$ cat src/hdl/address_cache_fifo_replace_assert.svh
// Assertion macros used by the address cache top level.
// Each macro expects clk_i and rst_ni in the scope where it is used.
`ifndef ADDRESS_CACHE_FIFO_REPLACE_ASSERT_SVH
`define ADDRESS_CACHE_FIFO_REPLACE_ASSERT_SVH

// Same-cycle implication, disabled while reset is asserted.
`define ACFR_ASSERT_NOW(label, ante, cons, msg) \
  label: assert property (@(posedge clk_i) disable iff (!rst_ni) (ante) |-> (cons)) \
    else $error(msg);

// Next-cycle implication, disabled while reset is asserted.
`define ACFR_ASSERT_NEXT(label, ante, cons, msg) \
  label: assert property (@(posedge clk_i) disable iff (!rst_ni) (ante) |=> (cons)) \
    else $error(msg);

`endif

$ cat src/hdl/acfr_pkg.sv
// Package for the address cache: field widths, defaults, mode codes and
// the search token that travels along the cell row. No dependencies.
`timescale 1ns / 1ps
`default_nettype none

package acfr_pkg;

  localparam int unsigned KEY_W     = 16;
  localparam int unsigned HW_W      = 48;
  localparam int unsigned SIZE_W    = 5;
  localparam int unsigned DEPTH_DEF = 16;

  localparam logic [SIZE_W-1:0] SIZE_RESET = 5'd16;

  typedef enum logic {
    MODE_LOOKUP = 1'b0,
    MODE_INSERT = 1'b1
  } mode_e;

  // Search token handed from one cell to the next.
  typedef struct packed {
    logic            valid;
    logic [KEY_W-1:0] key;
    logic            hit;
    logic [HW_W-1:0]  addr;
  } token_t;

endpackage

`default_nettype wire

$ cat src/hdl/acfr_req_if.sv
// Request channel of the address cache: valid/ready plus the item fields.
// Depends on acfr_pkg for the field widths.
`timescale 1ns / 1ps
`default_nettype none

interface acfr_req_if;
  import acfr_pkg::*;

  logic              valid;
  logic              ready;
  logic              mode;
  logic [KEY_W-1:0]  key_address;
  logic [HW_W-1:0]   hw_address;

  modport source (output valid, output mode, output key_address, output hw_address,
                  input ready);
  modport sink   (input valid, input mode, input key_address, input hw_address,
                  output ready);
endinterface

`default_nettype wire

$ cat src/hdl/acfr_rsp_if.sv
// Response channel of the address cache: valid/ready plus the result fields.
// Depends on acfr_pkg for the field widths.
`timescale 1ns / 1ps
`default_nettype none

interface acfr_rsp_if;
  import acfr_pkg::*;

  logic             valid;
  logic             ready;
  logic             hit;
  logic [HW_W-1:0]  found_address;

  modport source (output valid, output hit, output found_address, input ready);
  modport sink   (input valid, input hit, input found_address, output ready);
endinterface

`default_nettype wire

$ cat src/hdl/acfr_cell.sv
// One entry of the address cache: stores a key and hardware address and
// checks the passing search token against them. Depends on acfr_pkg.
`timescale 1ns / 1ps
`default_nettype none

module acfr_cell (
  input  logic                         clk_i,
  input  logic                         rst_ni,
  input  logic                         wr_en_i,
  input  logic [acfr_pkg::KEY_W-1:0]   wr_key_i,
  input  logic [acfr_pkg::HW_W-1:0]    wr_addr_i,
  input  logic                         in_range_i,
  input  acfr_pkg::token_t             tok_i,
  output acfr_pkg::token_t             tok_o
);
  import acfr_pkg::*;

  logic [KEY_W-1:0] key_q;
  logic [HW_W-1:0]  addr_q;
  token_t           tok_d, tok_q;

  // Entry storage, written by an insert that targets this cell.
  always_ff @(posedge clk_i) begin
    if (wr_en_i) begin
      key_q  <= wr_key_i;
      addr_q <= wr_addr_i;
    end
  end

  // The first valid match claims the token; later cells pass it unchanged.
  always_comb begin
    tok_d = tok_i;
    if (tok_i.valid && in_range_i && !tok_i.hit && (key_q == tok_i.key)) begin
      tok_d.hit  = 1'b1;
      tok_d.addr = addr_q;
    end
  end

  // Hand the token to the next cell.
  always_ff @(posedge clk_i or negedge rst_ni) begin
    if (!rst_ni) begin
      tok_q <= '0;
    end else begin
      tok_q <= tok_d;
    end
  end

  assign tok_o = tok_q;

endmodule

`default_nettype wire

$ cat src/hdl/address_cache_fifo_replace.sv
// Address cache top level with first-in first-out replacement.
// Channels: req_i carries items (mode, key_address, hw_address) in, rsp_o
// carries one result (hit, found_address) out per item. Both are valid/ready;
// an item moves on an edge where valid and ready are both high.
// Insert: the entry is written at the write pointer and the result (hit 0,
// address 0) is in the output register in the cycle after acceptance, so inserts
// can follow each other every cycle while the receiver keeps up.
// Lookup: a search token enters the row of DEPTH cells and moves one cell per
// cycle; the lowest-index valid match claims it. The result is registered in the
// output register when the token leaves the last cell. No other item is taken
// while a lookup runs; the next can be taken in the cycle its result is taken.
// cfg_we_i/cfg_wdata_i write size_in_use; write it only while the block is idle.
// A size of zero acts as one and a size above DEPTH acts as DEPTH.
// Reset sets size_in_use to 16 and clears the write pointer and valid count;
// entry contents are not cleared, so entries never written can still be searched.
// When the receiver stalls, the result holds in the output register and no
// new item is accepted until it is taken (or in the cycle it is taken).
// Depends on acfr_pkg, acfr_req_if, acfr_rsp_if, acfr_cell and the assert header.
`timescale 1ns / 1ps
`default_nettype none

`include "address_cache_fifo_replace_assert.svh"

module address_cache_fifo_replace #(
  parameter int unsigned DEPTH = acfr_pkg::DEPTH_DEF
) (
  input  logic                          clk_i,
  input  logic                          rst_ni,
  acfr_req_if.sink                      req_i,
  acfr_rsp_if.source                    rsp_o,
  input  logic                          cfg_we_i,
  input  logic [acfr_pkg::SIZE_W-1:0]   cfg_wdata_i
);
  import acfr_pkg::*;

  localparam int unsigned CNT_W = $clog2(DEPTH + 1);
  localparam int unsigned CMP_W = (CNT_W > SIZE_W) ? CNT_W : SIZE_W;

  logic [SIZE_W-1:0] size_q;
  logic [CNT_W-1:0]  wp_q, wp_d, vc_q, vc_d;
  logic [CNT_W-1:0]  eff_size, wp_eff;
  logic [CMP_W-1:0]  size_ext;
  logic              busy_q, busy_d;
  logic              rsp_valid_q, rsp_valid_d;
  logic              rsp_hit_q, rsp_hit_d;
  logic [HW_W-1:0]   rsp_addr_q, rsp_addr_d;
  logic              accept, do_insert, do_lookup;
  token_t            tok [DEPTH+1];
  logic [DEPTH-1:0]  tok_valid_vec;

  // Handshake decode.
  assign req_i.ready = !busy_q && (!rsp_valid_q || rsp_o.ready);
  assign accept      = req_i.valid && req_i.ready;
  assign do_insert   = accept && (req_i.mode == MODE_INSERT);
  assign do_lookup   = accept && (req_i.mode == MODE_LOOKUP);

  // Configuration register.
  always_ff @(posedge clk_i or negedge rst_ni) begin
    if (!rst_ni) begin
      size_q <= SIZE_RESET;
    end else if (cfg_we_i) begin
      size_q <= cfg_wdata_i;
    end
  end

  // Effective size: zero acts as one, anything above DEPTH acts as DEPTH.
  always_comb begin
    size_ext = CMP_W'(size_q);
    if (size_q == '0) begin
      eff_size = CNT_W'(1);
    end else if (size_ext > CMP_W'(DEPTH)) begin
      eff_size = CNT_W'(DEPTH);
    end else begin
      eff_size = size_ext[CNT_W-1:0];
    end
  end

  // Write pointer wraps before the write, valid count saturates at the size.
  always_comb begin
    wp_eff = (wp_q >= eff_size) ? '0 : wp_q;
    wp_d   = wp_q;
    vc_d   = vc_q;
    if (do_insert) begin
      wp_d = wp_eff + CNT_W'(1);
      if (vc_q < eff_size) begin
        vc_d = vc_q + CNT_W'(1);
      end
    end
  end

  // Launch token for a lookup.
  always_comb begin
    tok[0]       = '0;
    tok[0].valid = do_lookup;
    tok[0].key   = req_i.key_address;
  end

  // Row of cells.
  for (genvar i = 0; i < DEPTH; i++) begin : g_cell
    acfr_cell u_cell (
      .clk_i      (clk_i),
      .rst_ni     (rst_ni),
      .wr_en_i    (do_insert && (wp_eff == CNT_W'(i))),
      .wr_key_i   (req_i.key_address),
      .wr_addr_i  (req_i.hw_address),
      .in_range_i (vc_q > CNT_W'(i)),
      .tok_i      (tok[i]),
      .tok_o      (tok[i+1])
    );
    assign tok_valid_vec[i] = tok[i+1].valid;
  end

  // Output register and busy flag.
  always_comb begin
    rsp_valid_d = rsp_valid_q;
    rsp_hit_d   = rsp_hit_q;
    rsp_addr_d  = rsp_addr_q;
    busy_d      = busy_q;
    if (do_insert) begin
      rsp_valid_d = 1'b1;
      rsp_hit_d   = 1'b0;
      rsp_addr_d  = '0;
    end else if (tok[DEPTH].valid) begin
      rsp_valid_d = 1'b1;
      rsp_hit_d   = tok[DEPTH].hit;
      rsp_addr_d  = tok[DEPTH].hit ? tok[DEPTH].addr : '0;
      busy_d      = 1'b0;
    end else if (rsp_o.ready) begin
      rsp_valid_d = 1'b0;
    end
    if (do_lookup) begin
      busy_d = 1'b1;
    end
  end

  // Control state.
  always_ff @(posedge clk_i or negedge rst_ni) begin
    if (!rst_ni) begin
      wp_q        <= '0;
      vc_q        <= '0;
      busy_q      <= 1'b0;
      rsp_valid_q <= 1'b0;
    end else begin
      wp_q        <= wp_d;
      vc_q        <= vc_d;
      busy_q      <= busy_d;
      rsp_valid_q <= rsp_valid_d;
    end
  end

  // Result payload.
  always_ff @(posedge clk_i) begin
    rsp_hit_q  <= rsp_hit_d;
    rsp_addr_q <= rsp_addr_d;
  end

  assign rsp_o.valid         = rsp_valid_q;
  assign rsp_o.hit           = rsp_hit_q;
  assign rsp_o.found_address = rsp_addr_q;

  // Checks on the block's own control.
  `ACFR_ASSERT_NOW(a_one_token, 1'b1, $onehot0(tok_valid_vec), "more than one search token")
  `ACFR_ASSERT_NOW(a_busy_blocks, busy_q, !req_i.ready, "item taken while a lookup runs")
  `ACFR_ASSERT_NOW(a_bounds, 1'b1, (wp_q <= CNT_W'(DEPTH)) && (vc_q <= CNT_W'(DEPTH)), "pointer or count out of range")
  `ACFR_ASSERT_NEXT(a_insert_rsp, do_insert, rsp_valid_q && !rsp_hit_q, "insert result missing")
  `ACFR_ASSERT_NOW(a_miss_zero, rsp_valid_q && !rsp_hit_q, rsp_addr_q == '0, "miss with nonzero address")

endmodule

`default_nettype wire

$ cat src/flat_wrapper.sv
// flat-port wrapper written by rule: the top's interface ports become plain ports
module address_cache_fifo_replace_flat import acfr_pkg::*;
#(
  parameter int unsigned DEPTH = acfr_pkg::DEPTH_DEF
)
  (clk_i, rst_ni, cfg_we_i, cfg_wdata_i, req_i_valid, req_i_mode, req_i_key_address, req_i_hw_address, req_i_ready, rsp_o_valid, rsp_o_hit, rsp_o_found_address, rsp_o_ready);
  acfr_req_if req_i_i ();
  acfr_rsp_if rsp_o_i ();
  input  logic clk_i;
  input  logic rst_ni;
  input  logic cfg_we_i;
  input  logic [acfr_pkg::SIZE_W-1:0] cfg_wdata_i;
  input wire logic [$bits(req_i_i.valid)-1:0] req_i_valid;
  input wire logic [$bits(req_i_i.mode)-1:0] req_i_mode;
  input wire logic [$bits(req_i_i.key_address)-1:0] req_i_key_address;
  input wire logic [$bits(req_i_i.hw_address)-1:0] req_i_hw_address;
  output wire logic [$bits(req_i_i.ready)-1:0] req_i_ready;
  output wire logic [$bits(rsp_o_i.valid)-1:0] rsp_o_valid;
  output wire logic [$bits(rsp_o_i.hit)-1:0] rsp_o_hit;
  output wire logic [$bits(rsp_o_i.found_address)-1:0] rsp_o_found_address;
  input wire logic [$bits(rsp_o_i.ready)-1:0] rsp_o_ready;
  assign req_i_i.valid = req_i_valid;
  assign req_i_i.mode = req_i_mode;
  assign req_i_i.key_address = req_i_key_address;
  assign req_i_i.hw_address = req_i_hw_address;
  assign req_i_ready = req_i_i.ready;
  assign rsp_o_valid = rsp_o_i.valid;
  assign rsp_o_hit = rsp_o_i.hit;
  assign rsp_o_found_address = rsp_o_i.found_address;
  assign rsp_o_i.ready = rsp_o_ready;
  address_cache_fifo_replace #(.DEPTH(DEPTH)) u_core (.clk_i(clk_i), .rst_ni(rst_ni), .req_i(req_i_i), .rsp_o(rsp_o_i), .cfg_we_i(cfg_we_i), .cfg_wdata_i(cfg_wdata_i));
endmodule
$ cat config.mk
export PLATFORM = sky130hd
export DESIGN_NAME = address_cache_fifo_replace_flat
export DESIGN_NICKNAME = d
export VERILOG_FILES = /design/src/hdl/acfr_pkg.sv /design/src/hdl/acfr_req_if.sv /design/src/hdl/acfr_rsp_if.sv /design/src/hdl/acfr_cell.sv /design/src/hdl/address_cache_fifo_replace.sv /design/src/flat_wrapper.sv
export VERILOG_INCLUDE_DIRS = /design/src /design/src/hdl
export SDC_FILE = /design/constraint.sdc
export NUM_CORES = 2
export LEC_CHECK = 0
export ABC_AREA = 1
export CORE_ASPECT_RATIO = 1.5
export CORE_MARGIN = 1
export CORE_UTILIZATION = 55
export CTS_CLUSTER_DIAMETER = 50
export DETAILED_ROUTE_END_ITERATION = 8
export DONT_BUFFER_PORTS = 1
export PLACE_DENSITY = 0.8
export RECOVER_POWER = 100
export SYNTH_ARGS = -nofsm -noshare
export SYNTH_HDL_FRONTEND = slang
export SYNTH_SLANG_ARGS = --single-unit
$ cat constraint.sdc
create_clock -name clk_i -period 7.21 [get_ports clk_i]
set_input_delay 0.721 -clock clk_i [delete_from_list [all_inputs] [get_ports clk_i]]
set_output_delay 0.721 -clock clk_i [all_outputs]
set_load 0.01 [all_outputs]
==> results.py <==
metrics = {
    "pwr": {
        "p_seq_share_pct": 55.7,
        "static-leakage-power_nw": 37.8,
        "power.switching_w": 0.00473,
        "power.density_cell_area_nw_per_um2": 274,
        "internal_power_w": 0.0184,
        "power_frac_clock_pct": 42.3,
        "share_comb_of_total_power_pct": 2.0,
        "netSwitchingFraction_pct": 20.5,
        "worst_ir_drop_vdd_mv": 0.206,
    },
    "cells_and_area": {
        "fillCellCount": 9511,
        "final_util_pct": 61.8,
        "final_cell_mix": "nand2_1 (1896), dfrtp_1 (1056), edfxtp_1 (1024)",
        "layout-area-overhead-vs-synth_pct": 11.3,
        "post_layout_net_count": 6164,
        "drive_gt1_share_pct": 6.21,
        "mostFrequentLayoutCell": "nand2_1",
    },
    "critical_path": {
        "r2r_end": "u_core.g_cell[1].u_cell.tok_o[12]",
        "crit_path_cell_trace": "inv_1 > ha_1 > nand3_1 > nand2_1 > nor3_4 > clkbuf_1 > nand3_1 > nand2_1 > nand2_1",
        "ff2ff_setup_slack_ns": 1.46,
        "timing.critical_path.mode_cell": "nand2_1",
        "crit_path_top_delay_cell": "nand3_1",
        "launching_point_of_the_worst_reg2reg_path": "u_core.vc_q[1]",
        "start_kind": "flip-flop",
        "crit_family": "simple AND/OR/NAND/NOR gates",
        "slowest_delay_ns": 1.90,
        "max_fanout_on_critical_path": 49,
        "worst-r2r-cell-count": 9,
        "crit_path_end_kind": "flip-flop",
        "critPathKind": "flip-flop to flip-flop",
        "critical_path_required_ns": 7.89,
        "critPathBufInv": 2,
        "arrival_ns": 6.42,
    },
    "grt": {
        "number_of_global_route_vias_before_repair": 45392,
        "global_route.usage.total_pct": 22.4,
        "grt_pass1_wl_um": 245000,
        "global_route.overflow_total": 0,
        "grt_antenna_before_repair": 9,
        "grt_start_max_net_pins": 1058,
    },
    "place": {
        "hpwl_um": 92400,
        "gpl.final_weighted_congestion": 0.885,
        "numPortBuffers": 0,
    },
    "synth": {
        "synthSimpleGateAreaFrac_pct": 17.0,
        "synth.ff_latch_count": 2130,
        "dominant_combinational_cell_family_by_area_after_synthesis": "simple AND/OR/NAND/NOR gates",
        "netlist.area_leader.share_pct": 40.5,
        "synth-xor-area-share_pct": 1.07,
        "post_synthesis_adder_cell_area_fraction_pct": 0.313,
        "muxShareOfSynthArea_pct": 0,
        "mappedNetlistArea_um2": 75900,
        "synth_compound_area_share_pct": 1.30,
        "synth_area_leader_cell": "edfxtp_1",
        "post_synth_inst_count": 6047,
        "netlist-cell-type-count": 29,
        "yosys_warnings": 0,
        "syn_nets": 6141,
        "synth.yosys.seq_area_share_pct": 76.7,
        "postSynthAreaPerCell_um2": 12.5,
        "synth.top_cells.by_area": "edfxtp_1 (41%), dfrtp_1 (35%), nand2_1 (9.4%)",
    },
    "sta": {
        "achievable-frequency_mhz": 174,
        "worst_clock_skew_ns": 0.0428,
        "period_minus_slack_ns": 5.75,
        "slew_viol_final": 2468,
        "setup_tns_ns": 0,
        "slew_headroom_pct": -198,
        "timing_hold_violations_final": 32,
        "min_period_over_period_pct": 79.7,
        "tightestPinTransition_ns": 4.48,
        "timing.hold.ws_ns": -0.0340,
        "unrepaired_setup_endpoints_after_global_routing": "no",
        "setup_viol": 0,
    },
    "clock_network": {
        "root_buffer": "clkbuf_16",
        "cts.hold.buffers_added": 80,
        "clock_sinks": 2130,
        "tritoncts_clock_tree": "done",
        "clock_path_buffers": 3,
        "h_tree_lvls": 4,
        "cts_setup_buffers": 0,
        "clk_latency_ns": 0.81,
        "numCtsBuffers": 184,
        "cts_resized": 0,
        "cts_clk_pin_slew_worst_paths_ns": 0.07,
    },
    "routing": {
        "drtIter0Drc": 3263,
        "detail_route.wl_per_cell_um": 19.2,
        "route.final.wire_length_um": 154000,
        "antenna_violating_nets_post_route": 0,
        "firstDrtPassIters": 5,
        "route.detailed.vias_per_inst": 5.46,
        "route.vias.total": 43700,
        "drc_errors": 0,
    },
    "die": {
        "starting_density_of_the_core_pct": 55.5,
        "floorplan.die.width_um": 305,
        "ioPinCount": 126,
        "die_area_um2": 139000,
        "fp-row-count": 166,
        "die_outline_height_um": 457,
        "design.core.area_um2": 137000,
    },
    "outcome": {
        "violations": "hold timing, capacitance limit, slew limit",
        "run_status": "finished with violations",
    },
    "hold_path": {
        "timing.hold.worst.class": "input pin to asynchronous set/reset pin",
    },
    "job": {
        "cap_viol_max_count": 43,
    },
}
-- power by group through the flow --
stage               logic, W  registers [W]  clock network [W]
global route        0.000510         0.0129             0.0105
global placement    0.000152         0.0131                  0
CTS                 0.000348         0.0129            0.00993
finish              0.000459         0.0129            0.00979
detailed placement  0.000158         0.0131                  0
floorplan           0.000112         0.0131                  0
-- metal layers --
metal,wire length (um),global-route usage [%]
met1,60900,27.7
met2,80500,39.7
met3,8250,3.82
met4,4200,8.07
met5,17,0
-- worst max path at each step --
stage | from | endpoint | slack [ns] | cells after the start
global placement | u_core.size_ext[0] | u_core.g_cell[13].u_cell.addr_q[28] | 2.52 | 16
finish | u_core.vc_q[1] | u_core.g_cell[1].u_cell.tok_o[12] | 1.46 | 9
detailed placement | u_core.size_ext[0] | u_core.g_cell[13].u_cell.addr_q[33] | 2.56 | 16
CTS | u_core.size_ext[0] | u_core.g_cell[13].u_cell.addr_q[13] | 2.54 | 16
floorplan | u_core.size_ext[0] | u_core.g_cell[15].u_cell.addr_q[0] | 1.81 | 18
global route | u_core.size_ext[0] | u_core.g_cell[12].u_cell.addr_q[32] | 1.07 | 17
-- cell type report --
| class | count | area, um^2 | share of cell area [%] |
|---|---|---|---|
| Sequential cell | 2130 | 58200 | 68.9 |
| Tap cell | 1764 | 2210 | 2.61 |
| Timing Repair Buffer | 145 | 1240 | 1.46 |
| Multi-Input combinational cell | 3235 | 15300 | 18.1 |
| Clock inverter | 75 | 769 | 0.911 |
| Inverter | 374 | 1400 | 1.66 |
| Clock buffer | 273 | 5320 | 6.31 |
| Antenna cell | 6 | 15.0 | 0.0178 |
-- flip-flops by register name, indices dropped and copies added (netlist names) --
signal / cells
u_core.busy_q: 1
u_core.g_cell.u_cell.addr_q: 768
u_core.g_cell.u_cell.key_q: 256
u_core.g_cell.u_cell.tok_o: 1040
u_core.rsp_o.found_address: 48
u_core.rsp_o.hit: 1
u_core.rsp_o.valid: 1
u_core.size_ext: 5
u_core.vc_q: 5
u_core.wp_q: 5
-- synthesized netlist by cell type --
| cell type | n |
|---|---|
| nand2_1 | 1897 |
| dfrtp_1 | 1056 |
| edfxtp_1 | 1024 |
| nand4_1 | 632 |
| inv_1 | 369 |
| nor2_1 | 253 |
| nand3_1 | 156 |
| clkbuf_1 | 154 |
| buf_2 | 132 |
| o21ai_0 | 112 |
| dfxtp_1 | 49 |
| a21boi_0 | 48 |
| xnor2_1 | 48 |
| xor2_1 | 45 |
| ha_1 | 19 |
| buf_1 | 15 |
| buf_4 | 7 |
| a21oi_1 | 6 |
| inv_2 | 5 |
| nor2_2 | 4 |
| nor3_1 | 3 |
| o211ai_1 | 3 |
| or2_2 | 3 |
| nor3_2 | 2 |
| a22oi_1 | 1 |
| and3_1 | 1 |
| dfstp_2 | 1 |
| nand3b_1 | 1 |
| o21ai_1 | 1 |
-- per-stage QoR --
step / total power (W) / cell area (um^2) / worst slack (ns) / hold WS [ns] / std cells
finish: 0.0231 / 84400 / 1.46 / -0.0340 / 8002
global placement: 0.0133 / 77700 / 2.52 / 0.357 / 7561
global route: 0.0238 / 84400 / 1.07 / 0.0276 / 7997
detailed placement: 0.0133 / 77700 / 2.56 / 0.359 / 7561
floorplan: 0.0132 / 75900 / 1.81 / 0.354 / 6047
CTS: 0.0232 / 84600 / 2.54 / -0.356 / 7989
-- kinds of logic (layout without fill, tap and decap cells) --
kind of cell,after synthesis,count (layout)
fa+ha+maj,19,19
flops,2130,2130
buf+inv,682,867
compound gates,171,171
simple gates,2952,2952
xor+xnor,93,93
other cells,0,6
No activity file was read; power rests on OpenSTA's default activity.
